--- config.mk ---
export PLATFORM = sky130hd
export DESIGN_NAME = tga_rle_image_decoder
export DESIGN_NICKNAME = d
export VERILOG_FILES = /design/src/tga_dec_pkg.sv /design/src/tga_dec_in_reg.sv /design/src/tga_dec_core.sv /design/src/tga_dec_out_reg.sv /design/src/tga_rle_image_decoder.sv
export SDC_FILE = /design/constraint.sdc
export NUM_CORES = 1
export LEC_CHECK = 0
export ABC_AREA = 1
export BUFFER_PORTS_ARGS = -buffer_cell sky130_fd_sc_hd__buf_2
export CAP_MARGIN = 20
export CORE_MARGIN = 2
export CORE_UTILIZATION = 25
export CTS_CLUSTER_DIAMETER = 80
export DETAILED_ROUTE_END_ITERATION = 10
export PLACE_DENSITY_LB_ADDON = 0.25
export SLEW_MARGIN = 20
export SYNTH_ARGS = -nofsm -noshare
export SYNTH_HDL_FRONTEND = slang
export SYNTH_SLANG_ARGS = --single-unit
--- constraint.sdc ---
create_clock -name clk_i -period 16.2 [get_ports clk_i]
set_input_delay 3.24 -clock clk_i [delete_from_list [all_inputs] [get_ports clk_i]]
set_output_delay 3.24 -clock clk_i [all_outputs]
set_load 0.05 [all_outputs]
--- src/tga_dec_pkg.sv ---
package tga_dec_pkg;

  typedef enum logic [1:0] {
    EV_RUN    = 2'd0,
    EV_HEADER = 2'd1,
    EV_DEPTH  = 2'd2,
    EV_CLIP   = 2'd3
  } event_e;

  typedef enum logic [5:0] {
    PH_HEADER = 6'b000001,
    PH_PLAIN  = 6'b000010,
    PH_PACKET = 6'b000100,
    PH_PIXELS = 6'b001000,
    PH_SKIP   = 6'b010000,
    PH_DONE   = 6'b100000
  } phase_e;

  localparam logic [4:0] HdrImageType = 5'd2;
  localparam logic [4:0] HdrWidthLo   = 5'd12;
  localparam logic [4:0] HdrWidthHi   = 5'd13;
  localparam logic [4:0] HdrHeightLo  = 5'd14;
  localparam logic [4:0] HdrHeightHi  = 5'd15;
  localparam logic [4:0] HdrDepth     = 5'd16;
  localparam logic [4:0] HdrLast      = 5'd17;

  localparam logic [7:0] TypeTrueColor = 8'd2;
  localparam logic [7:0] TypeRle       = 8'd10;
  localparam logic [7:0] DepthBgra     = 8'd32;
  localparam logic [7:0] RepeatBias    = 8'h7f;

  typedef struct packed {
    logic [7:0] data;
    logic       start;
  } in_word_t;

  typedef struct packed {
    event_e      kind;
    logic [7:0]  blue;
    logic [7:0]  green;
    logic [7:0]  red;
    logic [7:0]  alpha;
    logic [15:0] col_start;
    logic [15:0] row_addr;
    logic [7:0]  run_length;
    logic [15:0] frame_width;
    logic [15:0] frame_height;
    logic        image_done;
  } result_t;

endpackage

--- src/tga_dec_in_reg.sv ---
module tga_dec_in_reg import tga_dec_pkg::*; (
  input  logic     clk_i,
  input  logic     rst_ni,
  input  logic     valid_i,
  output logic     ready_o,
  input  in_word_t word_i,
  input  logic     take_i,
  output logic     valid_o,
  output in_word_t word_o
);

  logic     valid_q, valid_d;
  in_word_t word_q;

  assign ready_o = !valid_q || take_i;

  always_comb begin
    valid_d = valid_q;
    if (valid_i && ready_o) begin
      valid_d = 1'b1;
    end else if (take_i) begin
      valid_d = 1'b0;
    end
  end

  always_ff @(posedge clk_i or negedge rst_ni) begin
    if (!rst_ni) begin
      valid_q <= 1'b0;
    end else begin
      valid_q <= valid_d;
    end
  end

  always_ff @(posedge clk_i) begin
    if (valid_i && ready_o) begin
      word_q <= word_i;
    end
  end

  assign valid_o = valid_q;
  assign word_o  = word_q;

endmodule

--- src/tga_dec_core.sv ---
module tga_dec_core import tga_dec_pkg::*; (
  input  logic     clk_i,
  input  logic     rst_ni,
  input  in_word_t word_i,
  input  logic     step_i,
  output logic     res_valid_o,
  output result_t  res_o
);

  logic [4:0]  hidx_q, hidx_d, hidx;
  phase_e      ph_q, ph_d, ph;
  logic [7:0]  kind_q, kind_d, kind;
  logic [15:0] wid_q, wid_d, wid;
  logic [15:0] hgt_q, hgt_d, hgt;
  logic [15:0] rows_q, rows_d, rows;
  logic [15:0] col_q, col_d, col;
  logic [7:0]  pleft_q, pleft_d, pleft;
  logic        prep_q, prep_d, prep;
  logic [1:0]  bip_q, bip_d, bip;
  logic [23:0] part_q, part_d, part;

  logic [15:0] avail;
  logic        clip;
  logic [7:0]  run_n;
  logic [16:0] col_sum;
  logic        wrap;
  logic [15:0] rows_m1;
  logic [7:0]  pleft_m1;
  logic [7:0]  data;

  assign data = word_i.data;

  // file start restarts from the reset view
  always_comb begin
    if (word_i.start) begin
      hidx  = '0;
      ph    = PH_HEADER;
      kind  = '0;
      wid   = '0;
      hgt   = '0;
      rows  = '0;
      col   = '0;
      pleft = '0;
      prep  = 1'b0;
      bip   = '0;
      part  = '0;
    end else begin
      hidx  = hidx_q;
      ph    = ph_q;
      kind  = kind_q;
      wid   = wid_q;
      hgt   = hgt_q;
      rows  = rows_q;
      col   = col_q;
      pleft = pleft_q;
      prep  = prep_q;
      bip   = bip_q;
      part  = part_q;
    end
  end

  // run length and row advance
  always_comb begin
    avail    = wid - col;
    pleft_m1 = pleft - 8'd1;
    rows_m1  = rows - 16'd1;
    if (ph == PH_PLAIN) begin
      clip  = 1'b0;
      run_n = 8'd1;
    end else if (prep) begin
      clip  = {8'b0, pleft} > avail;
      run_n = clip ? avail[7:0] : pleft;
    end else begin
      clip  = (({1'b0, col} + 17'd1) == {1'b0, wid}) && (pleft > 8'd1);
      run_n = 8'd1;
    end
    col_sum = {1'b0, col} + {9'b0, run_n};
    wrap    = col_sum >= {1'b0, wid};
  end

  always_comb begin
    hidx_d      = hidx;
    ph_d        = ph;
    kind_d      = kind;
    wid_d       = wid;
    hgt_d       = hgt;
    rows_d      = rows;
    col_d       = col;
    pleft_d     = pleft;
    prep_d      = prep;
    bip_d       = bip;
    part_d      = part;
    res_valid_o = 1'b0;
    res_o       = '0;
    res_o.kind  = EV_RUN;
    case (ph)
      PH_HEADER: begin
        hidx_d = hidx + 5'd1;
        case (hidx)
          HdrImageType: kind_d = data;
          HdrWidthLo:   wid_d  = {wid[15:8], data};
          HdrWidthHi:   wid_d  = {data, wid[7:0]};
          HdrHeightLo:  hgt_d  = {hgt[15:8], data};
          HdrHeightHi:  hgt_d  = {data, hgt[7:0]};
          HdrDepth: begin
            if (data != DepthBgra) begin
              ph_d        = PH_DONE;
              res_valid_o = 1'b1;
              res_o.kind  = EV_DEPTH;
            end
          end
          HdrLast: begin
            rows_d = hgt;
            col_d  = '0;
            if (wid == '0 || hgt == '0) begin
              ph_d = PH_DONE;
            end else if (kind == TypeTrueColor) begin
              ph_d = PH_PLAIN;
            end else if (kind == TypeRle) begin
              ph_d = PH_PACKET;
            end else begin
              ph_d = PH_DONE;
            end
            res_valid_o        = 1'b1;
            res_o.kind         = EV_HEADER;
            res_o.frame_width  = wid;
            res_o.frame_height = hgt;
          end
          default: ;
        endcase
      end
      PH_PACKET: begin
        if (!data[7]) begin
          pleft_d = data + 8'd1;
          prep_d  = 1'b0;
        end else begin
          pleft_d = data - RepeatBias;
          prep_d  = 1'b1;
        end
        bip_d  = '0;
        part_d = '0;
        ph_d   = PH_PIXELS;
      end
      PH_PLAIN, PH_PIXELS: begin
        if (bip != 2'd3) begin
          part_d[{bip, 3'b000} +: 8] = part[{bip, 3'b000} +: 8] | data;
          bip_d = bip + 2'd1;
        end else begin
          bip_d            = '0;
          part_d           = '0;
          res_valid_o      = 1'b1;
          res_o.kind       = clip ? EV_CLIP : EV_RUN;
          res_o.blue       = part[7:0];
          res_o.green      = part[15:8];
          res_o.red        = part[23:16];
          res_o.alpha      = data;
          res_o.col_start  = col;
          res_o.row_addr   = rows_m1;
          res_o.run_length = run_n;
          if (ph == PH_PIXELS) begin
            pleft_d = prep ? 8'd0 : pleft_m1;
          end
          if (wrap) begin
            col_d  = '0;
            rows_d = rows_m1;
          end else begin
            col_d = col_sum[15:0];
          end
          if (wrap && rows_m1 == '0) begin
            ph_d             = PH_DONE;
            res_o.image_done = 1'b1;
          end else if (ph == PH_PIXELS) begin
            if (prep) begin
              ph_d = PH_PACKET;
            end else if (clip) begin
              ph_d = PH_SKIP;
            end else if (pleft_m1 == '0) begin
              ph_d = PH_PACKET;
            end
          end
        end
      end
      PH_SKIP: begin
        if (bip != 2'd3) begin
          bip_d = bip + 2'd1;
        end else begin
          bip_d   = '0;
          pleft_d = pleft_m1;
          if (pleft_m1 == '0) begin
            ph_d = PH_PACKET;
          end
        end
      end
      default: ;
    endcase
  end

  always_ff @(posedge clk_i or negedge rst_ni) begin
    if (!rst_ni) begin
      hidx_q  <= '0;
      ph_q    <= PH_HEADER;
      kind_q  <= '0;
      wid_q   <= '0;
      hgt_q   <= '0;
      rows_q  <= '0;
      col_q   <= '0;
      pleft_q <= '0;
      prep_q  <= 1'b0;
      bip_q   <= '0;
      part_q  <= '0;
    end else if (step_i) begin
      hidx_q  <= hidx_d;
      ph_q    <= ph_d;
      kind_q  <= kind_d;
      wid_q   <= wid_d;
      hgt_q   <= hgt_d;
      rows_q  <= rows_d;
      col_q   <= col_d;
      pleft_q <= pleft_d;
      prep_q  <= prep_d;
      bip_q   <= bip_d;
      part_q  <= part_d;
    end
  end

endmodule

--- src/tga_dec_out_reg.sv ---
module tga_dec_out_reg import tga_dec_pkg::*; (
  input  logic    clk_i,
  input  logic    rst_ni,
  input  logic    load_i,
  input  result_t res_i,
  input  logic    ready_i,
  output logic    valid_o,
  output result_t res_o
);

  logic    valid_q, valid_d;
  result_t res_q;

  always_comb begin
    valid_d = valid_q;
    if (load_i) begin
      valid_d = 1'b1;
    end else if (ready_i) begin
      valid_d = 1'b0;
    end
  end

  always_ff @(posedge clk_i or negedge rst_ni) begin
    if (!rst_ni) begin
      valid_q <= 1'b0;
    end else begin
      valid_q <= valid_d;
    end
  end

  always_ff @(posedge clk_i) begin
    if (load_i) begin
      res_q <= res_i;
    end
  end

  assign valid_o = valid_q;
  assign res_o   = res_q;

endmodule

--- src/tga_rle_image_decoder.sv ---
// Streaming decoder for 32-bit TGA files, uncompressed (type 2) or run-length
// coded (type 10). Feed the file one byte per word with tuser high on its
// first byte. Words out: one header word after the 18-byte header (tuser 1,
// width and height), a depth-error word if the depth byte is not 32 (tuser 2,
// rest of the file ignored), then pixel runs (tuser 0, or 3 when a packet was
// cut at the row end). Rows count down from height-1; tlast marks the run
// that finishes row 0. Other image types, empty images and bytes past the
// image give nothing until the next file start. The image ID field is not
// skipped. One byte is taken every cycle; a result passes the input register
// and then the output register, and throughput drops only while the output
// is stalled with a result waiting in the output register.
module tga_rle_image_decoder import tga_dec_pkg::*; (
  input  logic         clk_i,
  input  logic         rst_ni,
  input  logic         s_axis_tvalid_i,
  output logic         s_axis_tready_o,
  input  logic [7:0]   s_axis_tdata_i,  // data_byte
  input  logic         s_axis_tuser_i,  // file_start
  output logic         m_axis_tvalid_o,
  input  logic         m_axis_tready_i,
  // blue, green, red, alpha, col_start, row_addr, run_length, width,
  // height
  output logic [103:0] m_axis_tdata_o,
  output logic [1:0]   m_axis_tuser_o,  // event_kind
  output logic         m_axis_tlast_o   // image_done
);

  in_word_t in_word;
  in_word_t stage_word;
  logic     stage_valid;
  logic     fire;
  logic     res_valid;
  result_t  res;
  logic     out_valid;
  result_t  out_res;

  assign in_word.data  = s_axis_tdata_i;
  assign in_word.start = s_axis_tuser_i;

  assign fire = stage_valid && (!res_valid || !out_valid || m_axis_tready_i);

  tga_dec_in_reg u_in_reg (
    .clk_i   (clk_i),
    .rst_ni  (rst_ni),
    .valid_i (s_axis_tvalid_i),
    .ready_o (s_axis_tready_o),
    .word_i  (in_word),
    .take_i  (fire),
    .valid_o (stage_valid),
    .word_o  (stage_word)
  );

  tga_dec_core u_core (
    .clk_i       (clk_i),
    .rst_ni      (rst_ni),
    .word_i      (stage_word),
    .step_i      (fire),
    .res_valid_o (res_valid),
    .res_o       (res)
  );

  tga_dec_out_reg u_out_reg (
    .clk_i   (clk_i),
    .rst_ni  (rst_ni),
    .load_i  (fire && res_valid),
    .res_i   (res),
    .ready_i (m_axis_tready_i),
    .valid_o (out_valid),
    .res_o   (out_res)
  );

  assign m_axis_tvalid_o = out_valid;
  assign m_axis_tuser_o  = out_res.kind;
  assign m_axis_tlast_o  = out_res.image_done;
  assign m_axis_tdata_o  = {out_res.frame_height, out_res.frame_width,
                            out_res.run_length, out_res.row_addr, out_res.col_start,
                            out_res.alpha, out_res.red, out_res.green, out_res.blue};

  // a byte waiting with room downstream is always taken
  assert property (@(posedge clk_i) disable iff (!rst_ni)
    stage_valid && (!out_valid || m_axis_tready_i) |-> s_axis_tready_o)
    else $error("input stage stalled with free output");

  // a new result only follows a processed byte
  assert property (@(posedge clk_i) disable iff (!rst_ni)
    $rose(m_axis_tvalid_o) |-> $past(fire))
    else $error("result appeared without a processed byte");

  // pixel runs carry a run length of 1 to 128
  assert property (@(posedge clk_i) disable iff (!rst_ni)
    m_axis_tvalid_o && (out_res.kind == EV_RUN || out_res.kind == EV_CLIP)
    |-> out_res.run_length != 8'd0 && out_res.run_length <= 8'd128)
    else $error("run length out of range");

endmodule

==> results.json, run 1 <==
{
  "synth_top_area_frac": 0.228,
  "cp_data_arrival_time_ns": 8.65,
  "ant_nets": 0,
  "fin_setup_tns_ns": 0,
  "status": "finished, final reports clean",
  "drc": 0,
  "grt_pass1_wl_um": 80300,
  "wl_per_cell_um": 18.2,
  "grt_max_degree": 101,
  "multi_input_area_um2": 7340,
  "fin_area_um2": 17600,
  "antenna_found_initial": 0,
  "nets": 2130,
  "synth_flop_cell": "dfrtp_1",
  "layout-drive-gt1-share": 0.132,
  "ys_seq_area_frac": 0.425,
  "regArea_um2": 6490,
  "grt_use_total": 0.162,
  "synthTopCellsByArea": "edfxtp_1 (23%), dfrtp_1 (20%), nand2_1 (10%), nor2_1 (6.9%), inv_1 (6.1%)",
  "clock.fmax_mhz": 121,
  "rows": 90,
  "synth_warnings": 0,
  "final_util": 0.292,
  "required_ns": 16.62,
  "p_leak_uw": 0.00788,
  "portBuffers": 121,
  "tightestPinTransition_ns": 0.997,
  "cts.sinks": 236,
  "clockBufferDepth": 3,
  "irDropWorstVdd_mv": 0.0794,
  "drtIter0Drc": 1324,
  "synth_cell_types": 58,
  "finClkSkew_ns": 0.0194,
  "vias": 13951,
  "routed_wl_um": 52000,
  "max_slew_margin": 0.335,
  "pin_count": 122,
  "diodes": 0,
  "cpMostUsedCell": "nand2_1",
  "cts_hold_buf": 0,
  "post_cts_resized": 0,
  "cp_max_fo": 52,
  "nFillCells": 6507,
  "syn_area_um2": 15300,
  "clock_latency_ns": 0.59,
  "syn_area_per_cell_um2": 7.77,
  "core-area_um2": 60400,
  "cts_setup_buffers": 0,
  "finalHoldViolCount": 0,
  "grt_overflow": 0,
  "crit_slowest_cell": "buf_4",
  "cp-end-kind": "flip-flop",
  "async_reset_ff_frac": 0.508,
  "final_max_slew_viol_count": 0,
  "vias_per_cell": 4.87,
  "ctsRootBufferMaster": "clkbuf_16",
  "max_stage_delay_ns": 0.72,
  "finalSetupViolations": 0,
  "cap_violations": 0,
  "dieArea_um2": 63000,
  "h-tree-depth": 1,
  "post-route-min-period_ns": 8.23,
  "min_from": "u_core.hgt_q[1]",
  "cts_buffers": 31,
  "path_clk_slew_ns": 0.06,
  "hold_path.class": "flip-flop to flip-flop",
  "synth_top_cell_by_area": "edfxtp_1",
  "area_delta_synth_final_pct": 15.4,
  "synth_cells": 1963,
  "syn_nets": 2037,
  "rsz0062_at_grt": "false",
  "gp_congestion": 0.875,
  "initial_core_util": 0.253,
  "period_share": 0.508,
  "synth_seq_cells": 236,
  "die_x_um": 251,
  "die_height_um": 251,
  "firstDrtPassIters": 5,
  "power_density_nw_per_um2": 117,
  "placed_cell_area_um2": 16500,
  "dp_hpwl_um": 37900,
  "tritoncts": "done",
  "cp-startpoint": "u_in_reg.word_o[0]",
  "path_delay_family": "simple AND/OR/NAND/NOR gates",
  "worst-setup-path-type": "flip-flop to flip-flop",
  "synth_edf_count": 116,
  "r2r_start": "u_in_reg.word_o[0]",
  "start_kind": "flip-flop",
  "critical_path_buf_inv_count": 10,
  "grt_pass1_vias": 13563
}
[layout make-up]
cell class | instances | share of cell area
Clock buffer | 34 | 0.0453
Clock inverter | 24 | 0.0181
Inverter | 268 | 0.0576
Multi-Input combinational cell | 1390 | 0.417
Sequential cell | 236 | 0.369
Tap cell | 782 | 0.0556
Timing Repair Buffer | 129 | 0.0380
[worst min-delay path: cells and delay by family (launching register included)]
kind / cells / cell delay [ns]
simple gates: 2 / 0.10
flops: 1 / 0.35
[cells in the final DEF, fill, tap and decap left out, types with 32 or more instances in the layout]
cell	n
a21oi_1	91
o22ai_1	62
nand3_1	95
nor2_1	279
ha_1	60
a31oi_1	33
edfxtp_1	116
dfrtp_1	119
inv_1	246
nand2_1	416
o21ai_0	105
buf_2	120
xor2_1	32
[flip-flops by register name, summed over array words and instances (netlist names), 6 cells and up]
name / cells
u_core.part_q: 24
u_in_reg.word_o: 9
u_core.wid_q: 16
u_core.rows_q: 16
u_core.pleft_q: 8
u_core.col_q: 16
u_core.kind_q: 8
u_core.ph_q: 6
u_core.hgt_q: 16
u_out_reg.res_o: 107
[metrics by stage]
step	setup WS, ns	hold WS, ns	std cells	total power, µW
floorplan	9.17	0.449	1963	1160
global placement	8.18	0.465	2805	1320
detailed placement	8.01	0.466	2805	1320
CTS	7.97	0.483	2863	2090
global route	7.05	0.518	2863	2190
finish	7.97	0.485	2863	2070
[cell families (layout without fill, tap and decap cells)]
family                     after synthesis  in the layout  share of synthesized area
AOI/OAI and AO/OA                      375            375                      0.145
xor gates and xnor gates                41             41                     0.0240
adders and majority gates               61             61                     0.0505
buffers and inverters                  337            455                     0.0935
DFF                                    236            236                      0.425
and+or+nand+nor                        913            913                      0.261
[final timing paths]
path | end | slack (ns) | depth (start not counted)
worst max-delay path | u_core.rows_q[7] | 7.97 | 49
worst min-delay path | u_core.hgt_q[1] | 0.48 | 2
worst max register to register | u_core.rows_q[7] | 7.97 | 49
worst min register to register | u_core.hgt_q[1] | 0.48 | 2
max in group asynchronous | u_core.wid_q[10] | 11.99 | 2
min in group asynchronous | u_core.part_q[9] | 2.71 | 1
[power by group]
group	total [µW]	switching, µW	internal, µW
registers	720	37.6	682
clock network	756	289	467
logic	591	418	172
[cells in the mapped netlist, types with 8 or more instances]
cell,instances
o211ai_1,27
o21ai_1,9
nor4_1,9
nor2_1,279
a22oi_1,20
nand4_1,22
dfrtp_1,119
nand2_2,25
o21ai_0,105
nor3_1,12
nand3_1,95
edfxtp_1,116
xor2_1,32
buf_2,21
buf_6,14
o22ai_1,62
a21oi_1,91
inv_2,14
clkbuf_1,28
inv_1,247
ha_1,60
nand2_1,416
a31oi_1,33
xnor2_1,8
nor2_2,19
[metal layers]
layer | part of all wire | global-route usage
met4 | 0.022 | 0.0393
met2 | 0.47 | 0.270
met3 | 0.057 | 0.0224
met5 | 0 | 0
met1 | 0.46 | 0.222
Power figures use the tool's default switching activity.
==> run 2: changes to the inputs <==
Clock period 16.2 ns to 8.4 ns, I/O delays scaled along.
==> run 2 against run 1 <==
  * Non-clock buffer count is 10 higher
  * Global-route usage increased by 0.39 points
  * Clock power increased by 98%
  * Setup slack got worse by 7.1 ns
  * Sequential cell count did not move
  * Worst hold slack lost 0.0013 ns
  * Via count up 0.42%
  * Critical path depth is 1 lower
  * Critical path type unchanged
  * Largest cell class unchanged
==> results.json, run 2 (same netlist as run 1, synthesis figures left out) <==
{
  "core-area_um2": 60400,
  "clockBufferDepth": 3,
  "fin_setup_tns_ns": 0,
  "dp_hpwl_um": 38600,
  "tritoncts": "done",
  "die_x_um": 251,
  "cap_violations": 0,
  "final_max_slew_viol_count": 0,
  "min_from": "u_core.ph_q[4]",
  "nFillCells": 6538,
  "hold_path.class": "flip-flop to flip-flop",
  "p_leak_uw": 0.00797,
  "grt_use_total": 0.166,
  "worst-setup-path-type": "flip-flop to flip-flop",
  "period_share": 0.903,
  "fin_cells": 2877,
  "cts.sinks": 236,
  "antenna_found_initial": 0,
  "finClkSkew_ns": 0.0239,
  "nets": 2143,
  "cp-startpoint": "u_in_reg.word_o[0]",
  "irDropWorstVdd_mv": 0.107,
  "grt_max_degree": 146,
  "start_kind": "flip-flop",
  "required_ns": 8.79,
  "final_common_cell": "nand2_1",
  "power_uw": 4050,
  "drtIter0Drc": 1070,
  "routed_wl_um": 53000,
  "post-route-min-period_ns": 7.58,
  "finalSetupViolations": 0,
  "power_density_nw_per_um2": 228,
  "drc": 0,
  "firstDrtPassIters": 7,
  "ctsRootBufferMaster": "clkbuf_16",
  "final_util": 0.294,
  "cts_hold_buf": 0,
  "layout-drive-gt1-share": 0.137,
  "cp-end-kind": "flip-flop",
  "cpMostUsedCell": "nand2_1",
  "path_clk_slew_ns": 0.06,
  "post_cts_resized": 0,
  "initial_core_util": 0.253,
  "cp_data_arrival_time_ns": 7.97,
  "grt_pass1_wl_um": 80600,
  "grt_pass1_vias": 13507,
  "max_slew_margin": 0.322,
  "cp_max_fo": 29,
  "ant_nets": 0,
  "setup_ws_ns": 0.818,
  "finalHoldViolCount": 0,
  "crit_slowest_cell": "edfxtp_1",
  "status": "finished, final reports clean",
  "dp.cells": 2815,
  "cts_setup_buffers": 0,
  "vias_per_cell": 4.87,
  "max_stage_delay_ns": 0.41,
  "multi_input_area_um2": 7340,
  "dp_slack_ns": 0.898,
  "rows": 90,
  "dieArea_um2": 63000,
  "h-tree-depth": 2,
  "most-common-layout-cells": "nand2_1 (416), nor2_1 (279), inv_1 (246), buf_2 (120), dfrtp_1 (119)",
  "die_height_um": 251,
  "clock.fmax_mhz": 132,
  "grt_overflow": 0,
  "largest_register_ffs": 107,
  "r2r_start": "u_in_reg.word_o[0]",
  "vias": 14009,
  "clock_latency_ns": 0.55,
  "regArea_um2": 6490,
  "tightestPinTransition_ns": 1.02,
  "area_delta_synth_final_pct": 16.3,
  "gp_congestion": 0.897,
  "wl_per_cell_um": 18.4,
  "pin_count": 122,
  "cts_buffers": 34,
  "rsz0062_at_grt": "false",
  "portBuffers": 121
}
==> run 2: per-layer routing <==
layer / vias up / track usage / wire length, µm
met5: - / 0 / 0
met4: 0 / 0.0474 / 1380
met3: 82 / 0.0295 / 3050
met2: 405 / 0.273 / 24400
met1: 6749 / 0.222 / 24100
li1: 6773 / - / -
==> run 2: path summary, 6_finish.rpt <==
kind                            cells after the start               end  slack [ns]
worst min register to register                      2    u_core.ph_q[4]        0.48
max in group asynchronous                           2  u_core.wid_q[10]        5.76
worst min-delay path                                2    u_core.ph_q[4]        0.48
worst max-delay path                               48  u_core.rows_q[3]        0.82
min in group asynchronous                           1  u_core.part_q[9]        1.22
worst max register to register                     48  u_core.rows_q[3]        0.82
==> run 2: critical path, delay by kind of cell (launching register included) <==
family	cells	cell delay (ns)
XOR/XNOR	2	0.37
AND/OR/NAND/NOR	30	3.82
buffers and inverters	8	1.31
flip-flops	1	0.41
AO/OA/AOI/OAI	4	0.42
adder cells (fa/ha/maj)	4	1.06
==> run 2: power breakdown <==
part | leakage [µW] | switching, µW | internal [µW] | total, µW
clock | 0.000575 | 571 | 933 | 1500
sequential | 0.00277 | 72.4 | 1320 | 1390
combinational | 0.00462 | 815 | 338 | 1150
total | 0.00797 | 1460 | 2590 | 4050
==> run 2: stage by stage <==
step	hold WS [ns]	instance area (µm²)
floorplan	0.449	15300
global placement	0.463	16600
detailed placement	0.471	16600
CTS	0.487	17700
global route	0.510	17700
finish	0.483	17700
==> run 2: cell type report <==
class / instances / area share
diodes: 1 / 0.000141
clock buffers: 43 / 0.0540
clock inverters: 18 / 0.0111
inverters: 268 / 0.0572
multi-input cells: 1390 / 0.414
flip-flops and latches: 236 / 0.366
well taps: 782 / 0.0551
repair buffers: 139 / 0.0433
